--- src/sv/subtitle_section_header_parser_defines.svh ---
// Assertion macros shared by the subtitle section header parser.
`ifndef SUBTITLE_SECTION_HEADER_PARSER_DEFINES_SVH
`define SUBTITLE_SECTION_HEADER_PARSER_DEFINES_SVH

// Same-cycle implication on clock, held off during reset.
`define SSHP_ASSERT_IMP(name, ante, cons) \
   name: assert property (@(posedge clock) disable iff (reset) (ante) |-> (cons)) \
      else $error("sshp assertion failed");

// Next-cycle implication on clock, held off during reset.
`define SSHP_ASSERT_NXT(name, ante, cons) \
   name: assert property (@(posedge clock) disable iff (reset) (ante) |=> (cons)) \
      else $error("sshp assertion failed");

`endif

--- src/sv/sshp_pkg.sv ---
// Types, codes and the CRC-32 byte step for the subtitle section header parser.
package sshp_pkg;

   typedef struct packed {
      logic [7:0] data_byte;
      logic       first_of_section;
      logic       last_of_buffer;
   } req_item_type;

   typedef struct packed {
      logic        kind;
      logic [7:0]  payload_byte;
      logic        is_last;
      logic [1:0]  status;
      logic        overlay_present;
      logic [5:0]  proto_ver;
      logic [15:0] tbl_ext;
      logic [11:0] final_seg_num;
      logic [11:0] seg_num;
      logic [31:0] received_crc;
      logic        crc_ok;
   } rsp_item_type;

   typedef struct packed {
      logic [7:0] match_id;
      logic       accept_zero_crc;
   } cfg_type;

   typedef enum logic [1:0] {
      PHASE_IDLE,
      PHASE_ACTIVE,
      PHASE_BADLEN
   } phase_type;

   localparam logic [1:0] STATUS_OK       = 2'd0;
   localparam logic [1:0] STATUS_BAD_ID   = 2'd1;
   localparam logic [1:0] STATUS_BAD_LEN  = 2'd2;
   localparam logic [1:0] STATUS_TRUNCATED = 2'd3;

   localparam logic KIND_PAYLOAD = 1'b0;
   localparam logic KIND_SUMMARY = 1'b1;

   localparam logic CSR_MATCH_ID        = 1'b0;
   localparam logic CSR_ACCEPT_ZERO_CRC = 1'b1;

   localparam logic [7:0]  MATCH_ID_RESET     = 8'hC6;
   localparam logic [11:0] MIN_SECTION_LENGTH = 12'd10;
   localparam logic [31:0] CRC_POLY           = 32'hEDB88320;
   localparam logic [31:0] CRC_INIT           = 32'hFFFFFFFF;

   function automatic logic [31:0] crc32_byte(input logic [31:0] acc, input logic [7:0] b);
      logic [31:0] c;
      c = acc ^ {24'h000000, b};
      for (int k = 0; k < 8; k++) begin
         c = c[0] ? ((c >> 1) ^ CRC_POLY) : (c >> 1);
      end
      return c;
   endfunction

endpackage

--- src/sv/subtitle_section_header_parser.sv ---
// Subtitle section header parser top level.
// A byte goes from the input register through the combinational parse core into the result register.
// Throughput: one byte per cycle while the response is not stalled; the parse state updates once per byte.
// A stalled result holds the byte stage; no other wait exists.
// Synchronous reset idles the parse state, presets the CRC, clears both valid flags and loads the CSR defaults.
`include "subtitle_section_header_parser_defines.svh"

module subtitle_section_header_parser (
   input  logic                   clock,
   input  logic                   reset,
   input  logic                   req_valid,
   input  sshp_pkg::req_item_type req_data,
   output logic                   req_stall,
   output logic                   rsp_valid,
   output sshp_pkg::rsp_item_type rsp_data,
   input  logic                   rsp_stall,
   input  logic                   csr_wr_en,
   input  logic                   csr_index,
   input  logic [7:0]             csr_wr_data
);
   import sshp_pkg::*;

   cfg_type      cfg_ff, cfg_in;
   logic         item_valid;
   req_item_type item;
   logic         out_ready;
   logic         fire;
   logic         res_valid;
   rsp_item_type res;

   always_comb begin
      cfg_in = cfg_ff;
      if (csr_wr_en) begin
         case (csr_index)
            CSR_MATCH_ID:        cfg_in.match_id        = csr_wr_data;
            CSR_ACCEPT_ZERO_CRC: cfg_in.accept_zero_crc = csr_wr_data[0];
            default:             cfg_in = cfg_ff;
         endcase
      end
   end

   always_ff @(posedge clock) begin
      if (reset) begin
         cfg_ff.match_id        <= MATCH_ID_RESET;
         cfg_ff.accept_zero_crc <= 1'b1;
      end else begin
         cfg_ff <= cfg_in;
      end
   end

   assign fire = item_valid && out_ready;

   sshp_input_reg u_input_reg (
      .clock      (clock),
      .reset      (reset),
      .req_valid  (req_valid),
      .req_data   (req_data),
      .req_stall  (req_stall),
      .take       (out_ready),
      .item_valid (item_valid),
      .item       (item)
   );

   sshp_parse_core u_parse_core (
      .clock     (clock),
      .reset     (reset),
      .cfg       (cfg_ff),
      .fire      (fire),
      .item      (item),
      .res_valid (res_valid),
      .res       (res)
   );

   sshp_output_reg u_output_reg (
      .clock      (clock),
      .reset      (reset),
      .load_valid (res_valid),
      .load_item  (res),
      .ready      (out_ready),
      .rsp_valid  (rsp_valid),
      .rsp_data   (rsp_data),
      .rsp_stall  (rsp_stall)
   );

   `SSHP_ASSERT_IMP(a_stall_needs_item, req_stall, item_valid)
   `SSHP_ASSERT_IMP(a_result_from_fire, res_valid, fire)
   `SSHP_ASSERT_NXT(a_fire_loads_result, fire && res_valid, rsp_valid && rsp_data == $past(res))
   `SSHP_ASSERT_IMP(a_crc_ok_clean, rsp_valid && rsp_data.crc_ok, rsp_data.status == STATUS_OK)
endmodule

--- src/sv/sshp_input_reg.sv ---
// Input register stage holding one request beat.
module sshp_input_reg (
   input  logic                  clock,
   input  logic                  reset,
   input  logic                  req_valid,
   input  sshp_pkg::req_item_type req_data,
   output logic                  req_stall,
   input  logic                  take,
   output logic                  item_valid,
   output sshp_pkg::req_item_type item
);
   import sshp_pkg::*;

   logic         valid_ff, valid_in;
   req_item_type item_ff;

   assign req_stall = valid_ff && !take;
   assign valid_in  = req_stall ? 1'b1 : req_valid;

   always_ff @(posedge clock) begin
      if (reset) begin
         valid_ff <= 1'b0;
      end else begin
         valid_ff <= valid_in;
      end
   end

   always_ff @(posedge clock) begin
      if (!req_stall) begin
         item_ff <= req_data;
      end
   end

   assign item_valid = valid_ff;
   assign item       = item_ff;
endmodule

--- src/sv/sshp_parse_core.sv ---
// Section parse state and per-byte header, payload and CRC logic.
module sshp_parse_core (
   input  logic                   clock,
   input  logic                   reset,
   input  sshp_pkg::cfg_type      cfg,
   input  logic                   fire,
   input  sshp_pkg::req_item_type item,
   output logic                   res_valid,
   output sshp_pkg::rsp_item_type res
);
   import sshp_pkg::*;

   phase_type   phase_ff, phase_in;
   logic [12:0] pos_ff, pos_in;
   logic [11:0] len_ff, len_in;
   logic        ovl_ff, ovl_in;
   logic [5:0]  ver_ff, ver_in;
   logic [15:0] ext_ff, ext_in;
   logic [23:0] seg_ff, seg_in;
   logic [31:0] crc_ff, crc_in;
   logic [31:0] rcv_ff, rcv_in;

   always_ff @(posedge clock) begin
      if (reset) begin
         phase_ff <= PHASE_IDLE;
         pos_ff   <= '0;
         len_ff   <= '0;
         ovl_ff   <= 1'b0;
         ver_ff   <= '0;
         ext_ff   <= '0;
         seg_ff   <= '0;
         crc_ff   <= CRC_INIT;
         rcv_ff   <= '0;
      end else begin
         phase_ff <= phase_in;
         pos_ff   <= pos_in;
         len_ff   <= len_in;
         ovl_ff   <= ovl_in;
         ver_ff   <= ver_in;
         ext_ff   <= ext_in;
         seg_ff   <= seg_in;
         crc_ff   <= crc_in;
         rcv_ff   <= rcv_in;
      end
   end

   always_comb begin
      logic [7:0]  b;
      logic [12:0] p;
      logic [13:0] p_inc;
      logic [13:0] len_old14;
      logic [13:0] len_p2;
      logic [12:0] start;
      logic        closed;
      logic        summ;
      logic [1:0]  summ_status;
      logic        summ_ok;
      logic        payload;

      b           = item.data_byte;
      phase_in    = phase_ff;
      pos_in      = pos_ff;
      len_in      = len_ff;
      ovl_in      = ovl_ff;
      ver_in      = ver_ff;
      ext_in      = ext_ff;
      seg_in      = seg_ff;
      crc_in      = crc_ff;
      rcv_in      = rcv_ff;
      closed      = 1'b0;
      summ        = 1'b0;
      summ_status = STATUS_OK;
      summ_ok     = 1'b0;
      payload     = 1'b0;
      start       = 13'd4;
      len_p2      = '0;
      res_valid   = 1'b0;
      res         = '0;

      if (fire && item.first_of_section) begin
         phase_in = PHASE_ACTIVE;
         pos_in   = '0;
         len_in   = '0;
         ovl_in   = 1'b0;
         ver_in   = '0;
         ext_in   = '0;
         seg_in   = '0;
         crc_in   = CRC_INIT;
         rcv_in   = '0;
      end

      p         = pos_in;
      p_inc     = {1'b0, p} + 14'd1;
      len_old14 = {2'b00, len_in};

      if (fire && phase_in != PHASE_IDLE) begin
         if (phase_in == PHASE_ACTIVE && (p < 13'd3 || p_inc < len_old14)) begin
            crc_in = crc32_byte(crc_in, b);
         end

         if (p == 13'd0) begin
            if (b != cfg.match_id) begin
               summ        = 1'b1;
               closed      = 1'b1;
               summ_status = STATUS_BAD_ID;
            end
         end else if (p == 13'd1) begin
            len_in = {b[3:0], 8'h00};
         end else if (p == 13'd2) begin
            len_in = {len_in[11:8], b};
            if (len_in < MIN_SECTION_LENGTH) begin
               phase_in = PHASE_BADLEN;
            end
         end else if (p == 13'd3) begin
            ovl_in = b[6];
            ver_in = b[5:0];
         end else if (ovl_in && p <= 13'd8) begin
            if (p == 13'd4) begin
               ext_in = {b, 8'h00};
            end else if (p == 13'd5) begin
               ext_in = {ext_in[15:8], b};
            end else begin
               seg_in = {seg_in[15:0], b};
            end
         end

         len_p2 = {2'b00, len_in} + 14'd2;
         start  = ovl_in ? 13'd9 : 13'd4;

         if (!closed) begin
            if (phase_in == PHASE_BADLEN) begin
               if ({1'b0, p} >= len_p2) begin
                  summ        = 1'b1;
                  closed      = 1'b1;
                  summ_status = STATUS_BAD_LEN;
               end
            end else if (p >= 13'd3 && p_inc >= {2'b00, len_in}) begin
               rcv_in = {rcv_in[23:0], b};
               if ({1'b0, p} == len_p2) begin
                  summ        = 1'b1;
                  closed      = 1'b1;
                  summ_status = STATUS_OK;
                  summ_ok     = (rcv_in == ~crc_in) ||
                                (cfg.accept_zero_crc && rcv_in == 32'h0);
               end
            end else if (p >= start) begin
               payload = 1'b1;
            end
         end

         if (!closed) begin
            if (item.last_of_buffer) begin
               summ        = 1'b1;
               summ_status = STATUS_TRUNCATED;
            end else begin
               pos_in = p_inc[12:0];
            end
         end

         if (summ) begin
            phase_in            = PHASE_IDLE;
            res_valid           = 1'b1;
            res.kind            = KIND_SUMMARY;
            res.is_last         = 1'b1;
            res.status          = summ_status;
            res.overlay_present = ovl_in;
            res.proto_ver       = ver_in;
            res.tbl_ext         = ext_in;
            res.final_seg_num   = seg_in[23:12];
            res.seg_num         = seg_in[11:0];
            res.received_crc    = rcv_in;
            res.crc_ok          = summ_ok;
         end else if (payload) begin
            res_valid        = 1'b1;
            res.kind         = KIND_PAYLOAD;
            res.payload_byte = b;
         end
      end
   end
endmodule

--- src/sv/sshp_output_reg.sv ---
// Result register driving the response channel.
module sshp_output_reg (
   input  logic                   clock,
   input  logic                   reset,
   input  logic                   load_valid,
   input  sshp_pkg::rsp_item_type load_item,
   output logic                   ready,
   output logic                   rsp_valid,
   output sshp_pkg::rsp_item_type rsp_data,
   input  logic                   rsp_stall
);
   import sshp_pkg::*;

   logic         valid_ff;
   rsp_item_type data_ff;

   assign ready = !valid_ff || !rsp_stall;

   always_ff @(posedge clock) begin
      if (reset) begin
         valid_ff <= 1'b0;
      end else if (ready) begin
         valid_ff <= load_valid;
      end
   end

   always_ff @(posedge clock) begin
      if (ready && load_valid) begin
         data_ff <= load_item;
      end
   end

   assign rsp_valid = valid_ff;
   assign rsp_data  = data_ff;
endmodule
--- config.mk ---
export PLATFORM = sky130hd
export DESIGN_NAME = subtitle_section_header_parser
export DESIGN_NICKNAME = d
export VERILOG_FILES = /design/src/sv/sshp_pkg.sv /design/src/sv/subtitle_section_header_parser.sv /design/src/sv/sshp_input_reg.sv /design/src/sv/sshp_parse_core.sv /design/src/sv/sshp_output_reg.sv
export VERILOG_INCLUDE_DIRS = /design/src /design/src/sv
export SDC_FILE = /design/constraint.sdc
export NUM_CORES = 1
export LEC_CHECK = 0
export BUFFER_PORTS_ARGS = -buffer_cell sky130_fd_sc_hd__buf_4
export CAP_MARGIN = 20
export CORE_MARGIN = 1
export CORE_UTILIZATION = 35
export CTS_BUF_LIST = sky130_fd_sc_hd__clkbuf_4 sky130_fd_sc_hd__clkbuf_8
export CTS_CLUSTER_SIZE = 40
export DETAILED_ROUTE_END_ITERATION = 7
export GPL_TIMING_DRIVEN = 0
export SYNTH_ARGS = -nofsm -noshare
export SYNTH_HDL_FRONTEND = slang
export SYNTH_SLANG_ARGS = --single-unit
--- constraint.sdc ---
create_clock -name clock -period 22.6 [get_ports clock]
set_clock_uncertainty 0.1 [all_clocks]
set_input_delay 4.52 -clock clock [delete_from_list [all_inputs] [get_ports clock]]
set_output_delay 4.52 -clock clock [all_outputs]
set_load 0.005 [all_outputs]
== After elaboration in Yosys (flattened, before gate mapping) ==
Cells that the tools add are included.
Word-level totals
  bits in registers: 251
  bits of input ports: 24
  output and inout bits: 94
  word-level logic and storage cells: 194
Operators by class
  $add $sub $neg: 2
  order comparisons: 8
  equality and inequality tests: 10
  multiplexer cells: 108
  bitwise logic cells: 16
  reductions and logical operators: 23
Operators by type and width (count)
  $mux W32: 17
  $mux W24: 9
  $mux W16: 8
  $not A13 Y14: 8
  $mux W83: 1
  $mux W12: 5
  $mux W13: 4
  $mux W1: 39
  $mux W6: 6
  $eq A32 B32 Y1: 1
  $logic_not A32 Y1: 1
  $mux W2: 16
  $not A32 Y32: 1
  $xor A32 B8 Y32: 1
  $eq A13 B2 Y1 const B: 2
  $eq A13 B3 Y1 const B: 2
  $mux W8: 2
  $add A13 B1 Y14 const B: 1
  $eq A13 B14 Y1: 1
  $ge A13 B14 Y1: 1
  $ge A14 B12 Y1: 1
  $lt A14 B12 Y1: 1
  $add A12 B2 Y13 const B: 1
  $eq A13 B1 Y1 const B: 1
  18 further kinds: 37

== Logic depth before layout (Yosys ltp) ==
  depth in word-level cells: 32
  gate-level depth with buffers: 26
  mapped depth without buffers: 23

== Cells and area by module ==
A second synthesis with hierarchy kept.
Second synthesis, totals
  cells, all modules: 1722
  area total of the unflattened synthesis: 14833.0 um^2
Modules (own cells, without submodules)
  sshp_parse_core: times used 1, cells an instance 1571, area each 11292.1 um^2, sequential area each 2762.6 um^2
  sshp_output_reg: times used 1, cells an instance 97, area each 2801.4 um^2, sequential area each 2782.7 um^2
  subtitle_section_header_parser: times used 1, cells an instance 39, area each 389.1 um^2, sequential area each 180.2 um^2
  sshp_input_reg: times used 1, cells an instance 15, area each 350.3 um^2, sequential area each 320.3 um^2

== Worst setup path before layout ==
No wires, ideal clock.
  kind: input to register
  start point: input port rsp_stall
  end point: register u_output_reg.data_ff, in the netlist u_output_reg.rsp_data[0] (enable)
  setup time: 0.874 ns
  data arrival time: 10.236 ns
  required time: 21.626 ns
  setup slack: 11.390 ns
  stages: 21
  buffers on the path: 1
  cell sequence: a21bo_2 -> nor2_1 -> o211ai_1 -> a21oi_1 -> o21a_1 -> nand2_1 -> or4_4 -> nor4_4 -> nand2b_1 -> or2_2 -> ha_1 -> nand4_1 -> nor2_1 -> nand2_1 -> nor3b_1 -> o211ai_1 -> a21oi_1 -> nand3_2 -> nand2_1 -> clkbuf_1 -> nand2_1
Between the ends
  longest elaborated chain between the ends: 22
  elaborated cells on any way between the ends: 64
RTL lines
  start: declaration: RTL line subtitle_section_header_parser.sv:16  | input logic rsp_stall,
  $logic_not A1 Y1 (*): RTL line sshp_output_reg.sv:17  | assign ready = !valid_ff || !rsp_stall;
  $logic_or A1 B1 Y1 (*): RTL line sshp_output_reg.sv:17
  branches (longest 19 deep; another with $ge A13 B14 Y1)
  $logic_and A1 B1 Y1 (*): RTL line sshp_output_reg.sv:28  | if (ready && load_valid) begin
  end signal: assignment: RTL line sshp_output_reg.sv:29  | data_ff <= load_item;
  end: declaration: RTL line sshp_output_reg.sv:15  | rsp_item_type data_ff;
Mark *: on every way between the ends. The select of a mux whose other input is x is not followed.
A chain may end at the register's enable or synchronous reset.

== Final worst setup path ==
  start point: input port rsp_stall
  end point: register u_output_reg.data_ff, in the netlist u_output_reg.rsp_data[53] (enable)
Same word-level chain as after synthesis.

==> flow_summary.json <==
{
  "grt_pass1_wl_um": 86900,
  "yosysSeqAreaShare": 0.398,
  "synth_edf_count": 101,
  "synth_fa_ha_area_frac": 0.0306,
  "drc": 0,
  "gp_congestion": 0.987,
  "fin_setup_tns_ns": 0,
  "final.period_utilization": 0.562,
  "clock_latency_ns": 0.63,
  "clk_pin_slew_ns": 0.06,
  "ys_warn_count": 0,
  "routed_wl_um": 58500,
  "final_util": 0.419,
  "drive_gt1_frac": 0.139,
  "cts_sinks": 250,
  "die_w_um": 210,
  "area_growth_pct": 17.1,
  "crit_path_frequent_cell": "buf_2",
  "hold_viol_final": 0,
  "initial_core_util": 0.357,
  "io_buffer_count": 116,
  "first_global_vias": 13700,
  "crit_chain": "buf_4, a21bo_2, nor2_1, buf_2, buf_2, buf_2, buf_2, buf_2, clkbuf_1, nor2_1, ha_1, a21o_1, a21o_1, a21o_1, a21oi_1, o221ai_1, o211ai_1, or2_1, nand3_2, nand2_1, clkbuf_1, nand2_4, buf_16",
  "root_buffer": "clkbuf_8",
  "synth_cell_types": 88,
  "synth.avg_cell_area_um2": 8.40,
  "gr-total-overflow": 0,
  "dieArea_mm2": 0.0441,
  "htreeDepth": 2,
  "synth-compound-area-share": 0.172,
  "setup_violations": 0,
  "critPathMaxFanout": 48,
  "synthMuxAreaShare": 0.0185,
  "drv_slew": 0,
  "boundaryPins": 118,
  "max_freq_mhz": 78.7,
  "synth_largest_area_cell": "edfxtp_1",
  "synth-simple-area-share": 0.214,
  "p_leak_nw": 6.62,
  "yosys-top-cells-count": "259 x nand2_1, 217 x nor2_1, 209 x a21oi_1",
  "cp.required_ns": 22.83,
  "clkPwrFrac": 0.395,
  "critical_path_class": "input pin to flip-flop",
  "synth_nets": 1862,
  "worstHoldPathType": "flip-flop to flip-flop",
  "yosys.area.top_type_share": 0.200,
  "max_cap_violations": 0,
  "maxSlewHeadroom": 0.228,
  "tightest_slew_ns": 1.15,
  "wl_per_cell_um": 22.7,
  "antenna_cells": 0,
  "postCtsHoldBufs": 0,
  "synth-xor-area-share": 0.113,
  "ant_nets": 0,
  "avgViaCountPerCell": 5.60,
  "grt_start_max_net_pins": 49,
  "pwr-share-comb": 0.180,
  "first_iter_violations": 1425,
  "syn_area_mm2": 0.0151,
  "core-area_mm2": 0.0423,
  "internal-power_mw": 0.797,
  "ys_top_cells_by_area": "edfxtp_1 20%, dfxtp_1 20%, a21oi_1 6.9%",
  "row_count": 75,
  "status": "finished, final reports clean",
  "rsz0062_at_grt": "no",
  "critPathArrivalTime_ns": 12.93,
  "antenna_found_initial": 0,
  "fin_crit_ns": 12.70,
  "synth.most_common_cell": "nand2_1",
  "grt_use_total": 0.264,
  "num_vias": 14400,
  "post_cts_resized": 0,
  "async_reset_ff_frac": 0,
  "hpwl_um": 43400,
  "slowest_delay_ns": 0.86,
  "ir_drop_mv": 0.0415,
  "cp_slowest_cell": "nor2_1",
  "yosys_register_bits": 250,
  "crit_path_end_kind": "flip-flop",
  "cts_setup_buffers": 0,
  "netSwitchingFraction": 0.297,
  "cts_tree": "done",
  "clockBufferDepth": 3,
  "die-height_um": 210,
  "postSynthCellCount": 1801,
  "switchingPower_mw": 0.337,
  "synth_flop_cell": "dfxtp_1",
  "cts_made_buffers": 45,
  "synth_top_family_by_area": "simple AND/OR/NAND/NOR gates",
  "seq_power_share": 0.426,
  "first_pass_iters": 6,
  "power_density_mw_per_mm2": 64.0,
  "finalNetCount": 2029,
  "start_kind": "input pin"
}
==> worst max-delay path: cells and delay by family <==
family,cells,cell delay (ns)
buf+inv,9,3.74
simple gates,6,2.40
compound gates,7,1.86
fa+ha+maj,1,0.34
==> layout make-up <==
class / instances / area (µm²)
sequential: 250 / 6020
timing repair buffer: 120 / 925
buffer: 148 / 646
inverter: 49 / 184
clock inverter: 17 / 116
clock buffer: 67 / 816
fill: 4302 / 24600
multi-input combinational: 1354 / 8300
tap: 577 / 722
==> cells in the final DEF (no fill, tap or decap), drive strengths merged, types with 7 or more instances in the layout <==
cell type | Yosys | layout
nand2 | 259 | 259
nor2 | 217 | 217
a21oi | 209 | 209
buf | 57 | 175
clkbuf | 91 | 158
dfxtp | 149 | 149
edfxtp | 101 | 101
xnor2 | 90 | 90
nand3 | 81 | 81
inv | 48 | 50
o21ai | 43 | 43
xor2 | 43 | 43
ha | 37 | 37
nor3 | 36 | 36
mux2i | 28 | 28
nor4 | 21 | 21
a211o | 19 | 19
a211oi | 18 | 18
or2 | 17 | 17
a21o | 16 | 16
xnor3 | 16 | 16
a31oi | 14 | 14
clkinv | 1 | 14
nor2b | 13 | 13
and2 | 12 | 12
or3 | 12 | 12
o31ai | 10 | 10
nand4 | 10 | 10
nand2b | 10 | 10
o22ai | 10 | 10
o21a | 8 | 8
a22oi | 7 | 7
o211ai | 7 | 7
a2111oi | 7 | 7
==> through the flow <==
step	cells	area [µm²]	worst slack, ns	power [mW]	hold WS [ns]
5_1_grt	2582	17700	9.81	1.18	0.371
3_5_place_dp	2498	16800	9.54	0.690	0.343
3_3_place_gp	2494	16700	7.32	0.691	0.338
4_1_cts	2582	17700	10.18	1.14	0.351
6_report	2582	17700	9.90	1.13	0.349
2_1_floorplan	1801	15100	11.39	0.621	0.332
==> sequential cells by signal, summed over array words and instances, names as in the netlist, 10 cells and up <==
| signal | flops |
|---|---|
| u_parse_core.crc_ff | 32 |
| u_parse_core.len_ff | 12 |
| u_parse_core.rcv_ff | 32 |
| u_parse_core.pos_ff | 13 |
| u_output_reg.rsp_data | 91 |
| u_parse_core.ext_ff | 16 |
| u_input_reg.item | 10 |
| u_parse_core.seg_ff | 24 |
==> power groups by stage <==
stage / registers, mW / logic [mW] / clock network [mW]
floorplan: 0.492 / 0.129 / 0
global placement: 0.493 / 0.198 / 0
detailed placement: 0.492 / 0.198 / 0
finish: 0.483 / 0.204 / 0.448
CTS: 0.483 / 0.199 / 0.457
global route: 0.483 / 0.215 / 0.478
==> metal layers <==
layer | up-vias | track usage | wire length (µm)
li1 | 6645 | - | -
met1 | 6964 | 0.361 | 25400
met2 | 715 | 0.420 | 26200
met3 | 124 | 0.0459 | 5040
met4 | 0 | 0.0919 | 1880
met5 | - | 0 | 0
==> kinds of logic after synthesis <==
logic type | count (synthesis)
fa+ha+maj | 37
compound gates | 417
xor+xnor | 153
buf+inv | 197
flops | 250
mux | 28
simple gates | 719
==> final timing paths <==
kind,to,slack [ns],cells past startpoint,from
setup / recovery,u_output_reg.rsp_data[53],9.90,23,rsp_stall
hold / removal,u_parse_core.seg_ff[23],0.35,2,u_parse_core.seg_ff[23]
setup reg to reg,u_output_reg.rsp_data[53],13.37,23,u_input_reg.item[1]
hold reg to reg,u_parse_core.seg_ff[23],0.35,2,u_parse_core.seg_ff[23]
Power figures use the tool's default switching activity.
